## src/hdl/huffman_bit_decoder_unit_macros.svh

```systemverilog
// ----------------------------------------------------------------------------
// huffman bit decoder assertion macros
// shared concurrent assertion forms, clocked on i_clk, off during reset
// ----------------------------------------------------------------------------
`ifndef HUFFMAN_BIT_DECODER_UNIT_MACROS_SVH
`define HUFFMAN_BIT_DECODER_UNIT_MACROS_SVH

// same-cycle implication
`define HBD_ASSERT_SAME(label, ante, cons, msg) \
    label: assert property (@(posedge i_clk) disable iff (!i_rst_n) (ante) |-> (cons)) \
        else $error(msg);

// next-cycle implication
`define HBD_ASSERT_NEXT(label, ante, cons, msg) \
    label: assert property (@(posedge i_clk) disable iff (!i_rst_n) (ante) |=> (cons)) \
        else $error(msg);

`endif

```

## src/hdl/hbd_pkg.sv

```systemverilog
// ----------------------------------------------------------------------------
// hbd_pkg
// types, sizes and codes shared by the huffman bit decoder modules
// ----------------------------------------------------------------------------
`timescale 1ns / 1ps

package hbd_pkg;

    // tree size and longest code
    localparam int MAX_NODES    = 512;
    localparam int MAX_CODE_LEN = 16;

    // fixed field widths
    localparam int CODE_W = 16;
    localparam int LEN_W  = 5;
    localparam int SYM_W  = 8;

    localparam int ADDR_W     = $clog2(MAX_NODES);
    localparam int USED_W     = $clog2(MAX_NODES + 1);
    localparam int DEPTH_W    = $clog2(MAX_CODE_LEN + 1);
    localparam int CODE_IDX_W = $clog2(CODE_W);
    localparam int LEN_LIMIT  = (MAX_CODE_LEN < CODE_W) ? MAX_CODE_LEN : CODE_W;

    // request codes
    localparam logic [1:0] REQ_LOAD   = 2'd0;
    localparam logic [1:0] REQ_DECODE = 2'd1;
    localparam logic [1:0] REQ_CLEAR  = 2'd2;

    // result status codes
    localparam logic [1:0] ST_OK      = 2'd0;
    localparam logic [1:0] ST_NOMATCH = 2'd1;
    localparam logic [1:0] ST_FULL    = 2'd2;

    typedef struct packed {
        logic [1:0]        req_type;
        logic [CODE_W-1:0] code_value;
        logic [LEN_W-1:0]  code_length;
        logic [SYM_W-1:0]  symbol_in;
        logic              bit_in;
    } t_request;

    typedef struct packed {
        logic [SYM_W-1:0] symbol_out;
        logic [1:0]       status;
    } t_result;

    // one tree node: symbol flag, symbol, children (0 = none)
    typedef struct packed {
        logic                   has_sym;
        logic [SYM_W-1:0]       sym;
        logic [1:0][ADDR_W-1:0] kid;
    } t_node;

    typedef enum logic [2:0] {
        S_IDLE,
        S_DEC_FETCH,
        S_DEC_CHECK,
        S_LD_PROBE,
        S_LD_PARENT,
        S_LD_NEW
    } t_state;

    typedef struct packed {
        logic accept;
        logic clear;
        logic dec_root;
        logic dec_read;
        logic dec_fetch;
        logic dec_check;
        logic ld_start;
        logic ld_probe;
        logic ld_parent;
        logic ld_new;
    } t_dp_cmd;

    typedef struct packed {
        logic [1:0] req_type;
        logic       len_ok;
        logic       at_root;
        logic       probe_cont;
        logic       full;
        logic       ins_leaf;
    } t_dp_status;

endpackage

```

## src/hdl/hbd_ctrl.sv

```systemverilog
// ----------------------------------------------------------------------------
// hbd_ctrl
// sequencer for decode steps, code loads and table clears
// ----------------------------------------------------------------------------
`timescale 1ns / 1ps

module hbd_ctrl (
    input  logic               i_clk,
    input  logic               i_rst_n,
    input  logic               i_start,
    input  hbd_pkg::t_dp_status i_sts,
    output hbd_pkg::t_dp_cmd   o_cmd,
    output logic               o_busy
);

    hbd_pkg::t_state r_state;
    hbd_pkg::t_state n_state;

    always_ff @(posedge i_clk) begin
        if (!i_rst_n) begin
            r_state <= hbd_pkg::S_IDLE;
        end else begin
            r_state <= n_state;
        end
    end

    // next state
    always_comb begin
        n_state = r_state;
        case (r_state)
            hbd_pkg::S_IDLE: begin
                if (i_start) begin
                    case (i_sts.req_type)
                        hbd_pkg::REQ_LOAD: begin
                            if (i_sts.len_ok) begin
                                n_state = hbd_pkg::S_LD_PROBE;
                            end
                        end
                        hbd_pkg::REQ_DECODE: begin
                            n_state = i_sts.at_root ? hbd_pkg::S_DEC_CHECK
                                                    : hbd_pkg::S_DEC_FETCH;
                        end
                        default: n_state = hbd_pkg::S_IDLE;
                    endcase
                end
            end
            hbd_pkg::S_DEC_FETCH: n_state = hbd_pkg::S_DEC_CHECK;
            hbd_pkg::S_DEC_CHECK: n_state = hbd_pkg::S_IDLE;
            hbd_pkg::S_LD_PROBE: begin
                if (!i_sts.probe_cont) begin
                    n_state = i_sts.full ? hbd_pkg::S_IDLE : hbd_pkg::S_LD_PARENT;
                end
            end
            hbd_pkg::S_LD_PARENT: begin
                n_state = i_sts.ins_leaf ? hbd_pkg::S_IDLE : hbd_pkg::S_LD_NEW;
            end
            hbd_pkg::S_LD_NEW: begin
                if (i_sts.ins_leaf) begin
                    n_state = hbd_pkg::S_IDLE;
                end
            end
            default: n_state = hbd_pkg::S_IDLE;
        endcase
    end

    // commands
    always_comb begin
        o_cmd  = '0;
        o_busy = 1'b1;
        case (r_state)
            hbd_pkg::S_IDLE: begin
                o_busy = 1'b0;
                if (i_start) begin
                    o_cmd.accept = 1'b1;
                    case (i_sts.req_type)
                        hbd_pkg::REQ_LOAD:   o_cmd.ld_start = i_sts.len_ok;
                        hbd_pkg::REQ_DECODE: begin
                            o_cmd.dec_root = i_sts.at_root;
                            o_cmd.dec_read = !i_sts.at_root;
                        end
                        hbd_pkg::REQ_CLEAR:  o_cmd.clear = 1'b1;
                        default:             o_cmd.clear = 1'b0;
                    endcase
                end
            end
            hbd_pkg::S_DEC_FETCH: o_cmd.dec_fetch = 1'b1;
            hbd_pkg::S_DEC_CHECK: o_cmd.dec_check = 1'b1;
            hbd_pkg::S_LD_PROBE:  o_cmd.ld_probe  = 1'b1;
            hbd_pkg::S_LD_PARENT: o_cmd.ld_parent = 1'b1;
            hbd_pkg::S_LD_NEW:    o_cmd.ld_new    = 1'b1;
            default:              o_busy          = 1'b1;
        endcase
    end

endmodule

```

## config.mk

```make
export PLATFORM = sky130hd
export DESIGN_NAME = hbd_ctrl
export DESIGN_NICKNAME = d
export VERILOG_FILES = /design/src/hdl/huffman_bit_decoder_unit_macros.svh /design/src/hdl/hbd_pkg.sv /design/src/hdl/hbd_ctrl.sv
export SDC_FILE = /design/constraint.sdc
export NUM_CORES = 1
export LEC_CHECK = 0
export BUFFER_PORTS_ARGS = -buffer_cell sky130_fd_sc_hd__buf_2
export CAP_MARGIN = 0
export CORE_AREA = 8 8 45 47
export DETAILED_ROUTE_END_ITERATION = 12
export DIE_AREA = 0 0 53 55
export PLACE_DENSITY_LB_ADDON = 0.1
export SYNTH_ARGS = -nofsm -noshare
export SYNTH_HDL_FRONTEND = slang
export SYNTH_SLANG_ARGS = --single-unit
```

## constraint.sdc

```tcl
create_clock -name i_clk -period 1.3 [get_ports i_clk]
set_clock_uncertainty 0.1 [all_clocks]
set_input_delay 0.39 -clock i_clk [delete_from_list [all_inputs] [get_ports i_clk]]
set_output_delay 0.39 -clock i_clk [all_outputs]
set_load 0.01 [all_outputs]
```

==> reports/qor.yml, run 1 <==
drt_drc_violations_left: 0
cp_max_fo: 5
postSynthAreaPerCell_um2: 7.44
numClockSinks: 3
power_density_nw_per_um2: 643
synthCells: 37
worstHoldStart: "i_sts[1]"
worst_skew_pair.late_latency_ns: 0.24
grt_pass1_vias: 442
totalPowerFinal_w: 0.000415
top_usage_layer: "met2"
cts.root.buffer_cell: "clkbuf_4"
netlist.area_leader.share: 0.218
min_delay_path_depth: 4
p_switching_w: 0.000122
end_kind: "output pin"
p_int_w: 0.000293
syn_to_final_growth_pct: 135
wire_per_inst_um: 11.5
ys_seq_area_frac: 0.218
critPathLaunchType: "flip-flop"
die_w_um: 53
ir_worst_vdd_uv: 525
rsz0062_at_grt: "yes"
crit_type: "flip-flop to output pin"
seq_power_share: 0.240
die_area_um2: 2920
drt_iter0_drc: 3
fin_crit_ns: 1.74
regMostFlops: "r_state"
critPathBufInv: 1
gp_congestion: 0.691
hold_end: "r_state[2]"
yosys-top-cells-count: "4 x nor3_1, 3 x a21oi_1, 3 x dfxtp_1, 3 x inv_1, 3 x nand2_1"
portBuffers: 20
p_leak_nw: 0.327
arrival_ns: 1.25
use_met2: 0.148
fin_util: 0.467
cts_max_level: 1
row_count: 14
reg2reg_setup_slack_ns: -0.03
p_sw_frac: 0.294
reg2reg_to: "r_state[0]"
reg2reg_depth: 5
final_area_um2: 646
diodes: 0
critPathTopFamily: "simple AND/OR/NAND/NOR gates"
n_fill_cell: 153
num_vias: 416
grt_util_all_layers: 0.0769
dpl.hpwl_um: 851
violations: "setup timing"
hold_buffers: 0
status: "finished, violations left"
io_pins: 21
gr-total-overflow: 0
multiInputGateArea_um2: 270
ys_ff_latch: 3
reg_top3: "r_state (3)"
dpl_cell_area_um2: 505
cts_tree: "done"
r2r_start: "r_state[2]"
ant_nets: 0
cap_viol_max_count: 0
drv_slew: 0
grt_use_met1: 0.0681
async_flop_share: 0
tightest_slew_ns: 0.231
die_h_um: 55
synth_largest_area_cell: "dfxtp_1"
grtUsageMet3: 0.0455
holdCritPathClass: "primary input to flip-flop"
syn_nets: 47
largest_reg_flops: 3
crit_path_cell_trace: "nor3_4 -> nand2_4 -> nor4b_4 -> buf_2"
grt_pass1_wl_um: 1720
yosysMostFrequentCell: "nor3_1"
seqCellArea_um2: 63.8
netlist_area_um2: 275
slew_headroom: 0.845
dp_cells: 83
fin_cells: 92
fin_crit_sh: 1.34
vias_per_cell: 4.52
netlist_top_cells_area: "dfxtp_1 22%, nor3_1 7.3%, a21oi_1 5.5%"
worst_slack_ns: -0.436
ys.flop_type: "dfxtp_1"
cp.required_ns: 0.81
drive_gt1_frac: 0.750
nNetsFinal: 87
drt-pass1-iter-count: 4
grt_max_degree: 12
synthDistinctLibCells: 24
cts_buffer_depth: 2
initial_core_util: 0.199
cts_buffers: 3
fmax_ghz: 0.576
clock_power_share: 0.395
hold_viol: 0
core-area_um2: 1380
setup_viol: 12
clk_pin_slew_ns: 0.04
cp_slowest_stage_delay_ns: 0.32
p_comb_frac: 0.366
totalWireLength_um: 1060
synth_edf_count: 0
antenna_found_initial: 0
crit_slowest_cell: "dfxtp_2"
yosysWarnings: 0
-- cell families after synthesis --
| kind of cell | count (synthesis) | share of synthesized area |
|---|---|---|
| AND/OR/NAND/NOR | 21 | 0.486 |
| flip-flops | 3 | 0.218 |
| buffers and inverters | 4 | 0.0591 |
| AO/OA/AOI/OAI | 9 | 0.236 |
-- routing by layer --
metal  wire [um]  vias up
met1         411      184
li1            -      214
met2         515       18
met5           0        -
met3         129        0
met4           0        0
-- power by group through the flow --
stage	sequential, W	combinational, W	clock (W)
3_3_place_gp	0.000100	0.000123	0
2_1_floorplan	0.000102	0.0000539	0
5_1_grt	0.000100	0.000166	0.000184
3_5_place_dp	0.000101	0.000123	0
6_report	0.0000996	0.000152	0.000164
4_1_cts	0.0000993	0.000144	0.000172
-- layout by cell type (no fill, tap or decap), types with 2 or more instances in the layout --
master	Yosys	layout
buf_2	1	17
inv_2	0	2
nand2_1	3	2
nor3_2	1	3
buf_4	0	12
nor3b_2	0	2
a21oi_1	3	3
dfxtp_2	0	3
buf_6	0	7
nor2_1	2	2
clkbuf_4	0	3
-- per-stage QoR --
step / setup slack [ns] / hold slack, ns / setup TNS [ns]
after floorplan: -0.194 / 0.429 / -0.632
after global placement: -0.277 / 0.577 / -1.41
after detailed placement: -0.281 / 0.580 / -1.48
after CTS: -0.487 / 0.314 / -4.60
after global routing: -0.500 / 0.318 / -4.37
final: -0.436 / 0.319 / -3.65
-- area by class of cell --
type                    instances  share of cell area
inverters                       3              0.0174
multi-input cells              30               0.419
repair buffers                 36               0.393
well taps                      16              0.0310
clock buffers                   4              0.0407
flip-flops and latches          3              0.0988
-- how the worst max path moves through the flow --
stage / startpoint / end / slack [ns] / cells past startpoint
finish: r_state[0] / o_cmd[3] / -0.44 / 4
global route: r_state[0] / o_cmd[3] / -0.50 / 4
CTS: r_state[2] / o_cmd[3] / -0.49 / 4
detailed placement: r_state[0] / o_cmd[3] / -0.28 / 4
global placement: r_state[0] / o_cmd[3] / -0.28 / 4
floorplan: r_state[0] / o_cmd[3] / -0.19 / 3
-- repair_timing --
item	in CTS	in global routing
resized for setup	14	7
gates cloned	0	0
pin swaps	6	6
setup endpoints to repair	12	14
buffers inserted	4	3
-- worst reg2reg max path, stage by stage (launching register included) --
cell and delay (ns):
dfxtp_2 0.33, buf_6 0.12, and2b_1 0.21, buf_4 0.14
a32oi_2 0.09, a211oi_2 0.23
No activity file was read; power rests on OpenSTA's default activity.
==> run 2: changes to the inputs <==
CTS_BUF_LIST = sky130_fd_sc_hd__clkbuf_16   (was unset)
==> run 2 against run 1 <==
  * Power rose by 76%
  * Clock power rose to 2.9 times the previous value
  * The run still ends with setup timing left
  * Register-to-register slack better by 0.02 ns
  * Critical endpoint unchanged
  * Largest power group unchanged
==> reports/qor.yml, run 2 (synthesized netlist as in run 1, its figures left out) <==
status: "finished, violations left"
violations: "setup timing"
io_pins: 21
largest_reg_flops: 3
reg2reg_depth: 3
gr-total-overflow: 0
cts_buffer_depth: 2
p_comb_frac: 0.211
reg_top3: "r_state (3)"
cp.required_ns: 0.81
p_leak_nw: 0.360
vias_per_cell: 4.45
routed.top_layer: "met3"
syn_to_final_growth_pct: 158
regMostFlops: "r_state"
drive_gt1_frac: 0.776
cts_buffers: 3
cts_max_level: 1
portBuffers: 20
num_vias: 409
grt_pass1_vias: 452
tightest_slew_ns: 0.201
crit_end: "o_cmd[3]"
drt_iter0_drc: 3
drv_slew: 0
gp_congestion: 0.691
fin_crit_sh: 1.33
r2r_start: "r_state[1]"
critPathLaunch: "r_state[0]"
dpl.hpwl_um: 851
holdCritPathClass: "primary input to flip-flop"
drt_drc_violations_left: 0
layout_commonest_cell: "buf_2"
core-area_um2: 1380
fmax_ghz: 0.580
final_area_um2: 709
ir_worst_vdd_uv: 767
whs_ns: 0.336
die_h_um: 55
rsz0062_at_grt: "yes"
end_kind: "output pin"
mostFrequentLayoutCells: "17 x buf_2, 12 x buf_4, 6 x buf_6"
initial_core_util: 0.199
worst_skew_pair.late_latency_ns: 0.22
multiInputGateArea_um2: 278
clock_power_share: 0.652
cp_max_fo: 5
hold_buffers: 0
crit_type: "flip-flop to output pin"
drt-pass1-iter-count: 2
hold_viol: 0
reg2reg_to: "r_state[0]"
nNetsFinal: 87
setup_viol: 12
cts_tree: "done"
totalPowerFinal_w: 0.000732
seqCellArea_um2: 63.8
grt_max_degree: 12
numClockSinks: 3
wl_met2_um: 499
cts.root.buffer_cell: "clkbuf_16"
n_fill_cell: 143
row_count: 14
worst_slack_ns: -0.424
clk_pin_slew_ns: 0.03
totalWireLength_um: 1040
reg2reg_setup_slack_ns: -0.01
drt-met1-wl_um: 413
power_density_nw_per_um2: 1030
grt_pass1_wl_um: 1770
met3RoutedLength_um: 128
ant_nets: 0
arrival_ns: 1.23
p_int_w: 0.000576
wire_per_inst_um: 11.3
p_switching_w: 0.000155
p_sw_frac: 0.212
die_w_um: 53
die_area_um2: 2920
antenna_found_initial: 0
diodes: 0
cap_viol_max_count: 0
seq_power_share: 0.137
grt_util_all_layers: 0.0797
fin_crit_ns: 1.72
slew_headroom: 0.865
dpl_cell_area_um2: 505
critPathLaunchType: "flip-flop"
-- run 2: cell types whose count changed in the layout (fill, tap and decap cells not counted), sizes merged --
cell    previous run  this run
inv                3         4
clkbuf             4         3
-- run 2: worst min path at each step --
stage                     startpoint  cells after the start    endpoint  slack [ns]
after floorplan              i_rst_n                      2  r_state[1]        0.43
after global placement    r_state[1]                      3  r_state[2]        0.58
after detailed placement    i_sts[1]                      4  r_state[2]        0.58
after CTS                   i_sts[1]                      4  r_state[2]        0.33
after global routing        i_sts[1]                      4  r_state[2]        0.34
final                       i_sts[1]                      4  r_state[2]        0.34
-- run 2: critical path, stage by stage, from the launching register on --
cell and delay, ns:
dfxtp_2 0.32, nor3_4 0.22, nand2_4 0.10, nor4b_4 0.20, buf_2 0.16
-- run 2: timing repair --
item / CTS / global route
setup buffers: 4 / 3
setup endpoints to repair: 12 / 14
cloned: 0 / 0
pin swaps: 6 / 6
resized for setup: 15 / 9
-- run 2: metrics by stage --
step / setup TNS [ns] / util / worst slack (ns) / std cells
2_1_floorplan: -0.632 / - / -0.194 / 37
3_5_place_dp: -1.48 / 0.365 / -0.281 / 83
6_report: -3.46 / 0.513 / -0.424 / 92
5_1_grt: -4.10 / 0.513 / -0.482 / 92
4_1_cts: -4.35 / 0.487 / -0.465 / 91
3_3_place_gp: -1.41 / 0.365 / -0.277 / 83
-- run 2: power by group through the flow --
stage / Sequential (W) / Combinational, W / Clock [W]
4_1_cts: 0.000100 / 0.000144 / 0.000484
3_3_place_gp: 0.000100 / 0.000123 / 0
2_1_floorplan: 0.000102 / 0.0000539 / 0
3_5_place_dp: 0.000101 / 0.000123 / 0
6_report: 0.000100 / 0.000155 / 0.000477
5_1_grt: 0.000101 / 0.000168 / 0.000504
-- run 2: layout make-up --
type	instances	area share
Timing Repair Buffer	36	0.363
Sequential cell	3	0.0899
Clock inverter	1	0.00529
Clock buffer	3	0.106
Inverter	3	0.0159
Multi-Input combinational cell	30	0.392
Tap cell	16	0.0282
-- run 2: routing by layer --
| layer | track usage | up-vias |
|---|---|---|
| met3 | 0.0535 | 0 |
| met5 | 0 | - |
| met2 | 0.146 | 16 |
| met4 | 0.0129 | 0 |
| li1 | - | 215 |
| met1 | 0.0726 | 178 |
==> run 3: changes to the inputs <==
==> constraint.sdc (replaced) <==
create_clock -name i_clk -period 1.3 [get_ports i_clk]
set_clock_uncertainty 0.1 [all_clocks]
set_input_delay 0.065 -clock i_clk [delete_from_list [all_inputs] [get_ports i_clk]]
set_output_delay 0.065 -clock i_clk [all_outputs]
set_load 0.01 [all_outputs]
==> run 3 against run 2 <==
  * The run still ends with setup timing left
  * Design area is 16% lower
  * Power is 5.7% lower
  * Die area stayed put
  * Maximum frequency is 23% higher
  * Global-route usage is 0.71 points lower
==> reports/qor.yml, run 3 (synthesized netlist as in run 1, its figures left out) <==
largest_reg_flops: 3
cts_max_level: 1
cp.required_ns: 1.13
slew_headroom: 0.854
die_h_um: 55
critPathLaunchType: "flip-flop"
reg_top3: "r_state (3)"
fin_cells: 85
totalPowerFinal_w: 0.000690
drt_iter0_drc: 7
hold_viol: 0
hold_buffers: 0
power_density_nw_per_um2: 1160
worst_slack_ns: -0.101
cts.root.buffer_cell: "clkbuf_16"
cts_buffers: 3
ant_nets: 0
die_w_um: 53
grt_pass1_vias: 377
rsz0062_at_grt: "yes"
drv_slew: 0
numClockSinks: 3
cap_viol_max_count: 0
grt_pass1_wl_um: 1590
antenna_found_initial: 0
nNetsFinal: 80
end_kind: "output pin"
layout_commonest_cell: "buf_2"
portBuffers: 20
status: "finished, violations left"
crit_slowest_cell: "dfxtp_2"
arrival_ns: 1.24
p_leak_nw: 0.311
drt-pass1-iter-count: 2
wire_per_inst_um: 11.7
diodes: 0
syn_to_final_growth_pct: 116
cts_tree: "done"
grt_max_degree: 8
dpl_cell_area_um2: 435
tightest_slew_ns: 0.218
holdCritPathClass: "primary input to flip-flop"
clk_pin_slew_ns: 0.03
cp_slowest_stage_delay_ns: 0.32
die_area_um2: 2920
dpl.hpwl_um: 785
io_pins: 21
grt_util_all_layers: 0.0726
dp_cells: 78
fin_crit_sh: 1.08
totalWireLength_um: 995
regMostFlops: "r_state"
n_fill_cell: 149
drt_drc_violations_left: 0
finalSetupTns_ns: -0.215
violations: "setup timing"
whs_ns: 0.0218
setup_viol: 6
cp_max_fo: 5
num_vias: 380
crit_path_cell_trace: "nor3_4 -> nand2_2 -> nor4b_2 -> buf_2"
core-area_um2: 1380
fmax_ghz: 0.714
worst_skew_pair.late_latency_ns: 0.22
crit_type: "flip-flop to output pin"
fin_crit_ns: 1.40
final_area_um2: 596
reg2reg_setup_slack_ns: 0.03
ir_worst_vdd_uv: 660
initial_core_util: 0.199
gp_congestion: 0.702
gr-total-overflow: 0
drive_gt1_frac: 0.652
cts_buffer_depth: 2
mostFrequentLayoutCells: "18 x buf_2, 7 x buf_4, 4 x inv_1, 4 x buf_6"
row_count: 14
vias_per_cell: 4.47
-- run 3: stage by stage --
step / setup WS [ns] / util
floorplan: 0.0859 / -
global placement: -0.00493 / 0.315
detailed placement: 0.0250 / 0.315
CTS: -0.110 / 0.400
global route: -0.166 / 0.430
finish: -0.101 / 0.430
-- run 3: routing by layer --
metal / track usage / vias up / part of all wire
li1: - / 200 / -
met1: 0.0788 / 168 / 0.39
met2: 0.115 / 12 / 0.50
met3: 0.0428 / 0 / 0.11
met4: 0.0259 / 0 / 0
met5: 0 / - / 0
-- run 3: layout make-up --
cell class | count | area (um2) | share of cell area
Multi-Input combinational cell | 30 | 234 | 0.393
Timing Repair Buffer | 29 | 188 | 0.315
Clock buffer | 3 | 75.1 | 0.126
Sequential cell | 3 | 63.8 | 0.107
Tap cell | 16 | 20.0 | 0.0336
Inverter | 3 | 11.3 | 0.0189
Clock inverter | 1 | 3.75 | 0.00630
-- run 3: worst max-delay path: cells and delay by family (launching register included) --
| family | cells | cell delay [ns] |
|---|---|---|
| DFF | 1 | 0.32 |
| and+or+nand+nor | 3 | 0.53 |
| buffers and inverters | 1 | 0.16 |
-- run 3: path summary, 6_finish.rpt --
path | startpoint | to | cells after the start
setup / recovery | r_state[0] | o_cmd[3] | 4
hold / removal | i_rst_n | r_state[1] | 3
hold reg to reg | r_state[2] | r_state[1] | 3
setup reg to reg | r_state[0] | r_state[2] | 6
-- run 3: power breakdown --
part	leakage, nW	total (W)	switching [W]	internal [W]
Combinational	0.243	0.000117	0.0000575	0.0000598
Clock	0.0423	0.000472	0.0000763	0.000396
Sequential	0.0258	0.000101	0.00000391	0.0000966
-- run 3: what timing repair did --
| action | in CTS | in global routing |
|---|---|---|
| setup buffers | 2 | 1 |
| pin swaps | 5 | 3 |
| endpoints found under the setup margin | 6 | 12 |
| gates resized for setup | 8 | 9 |
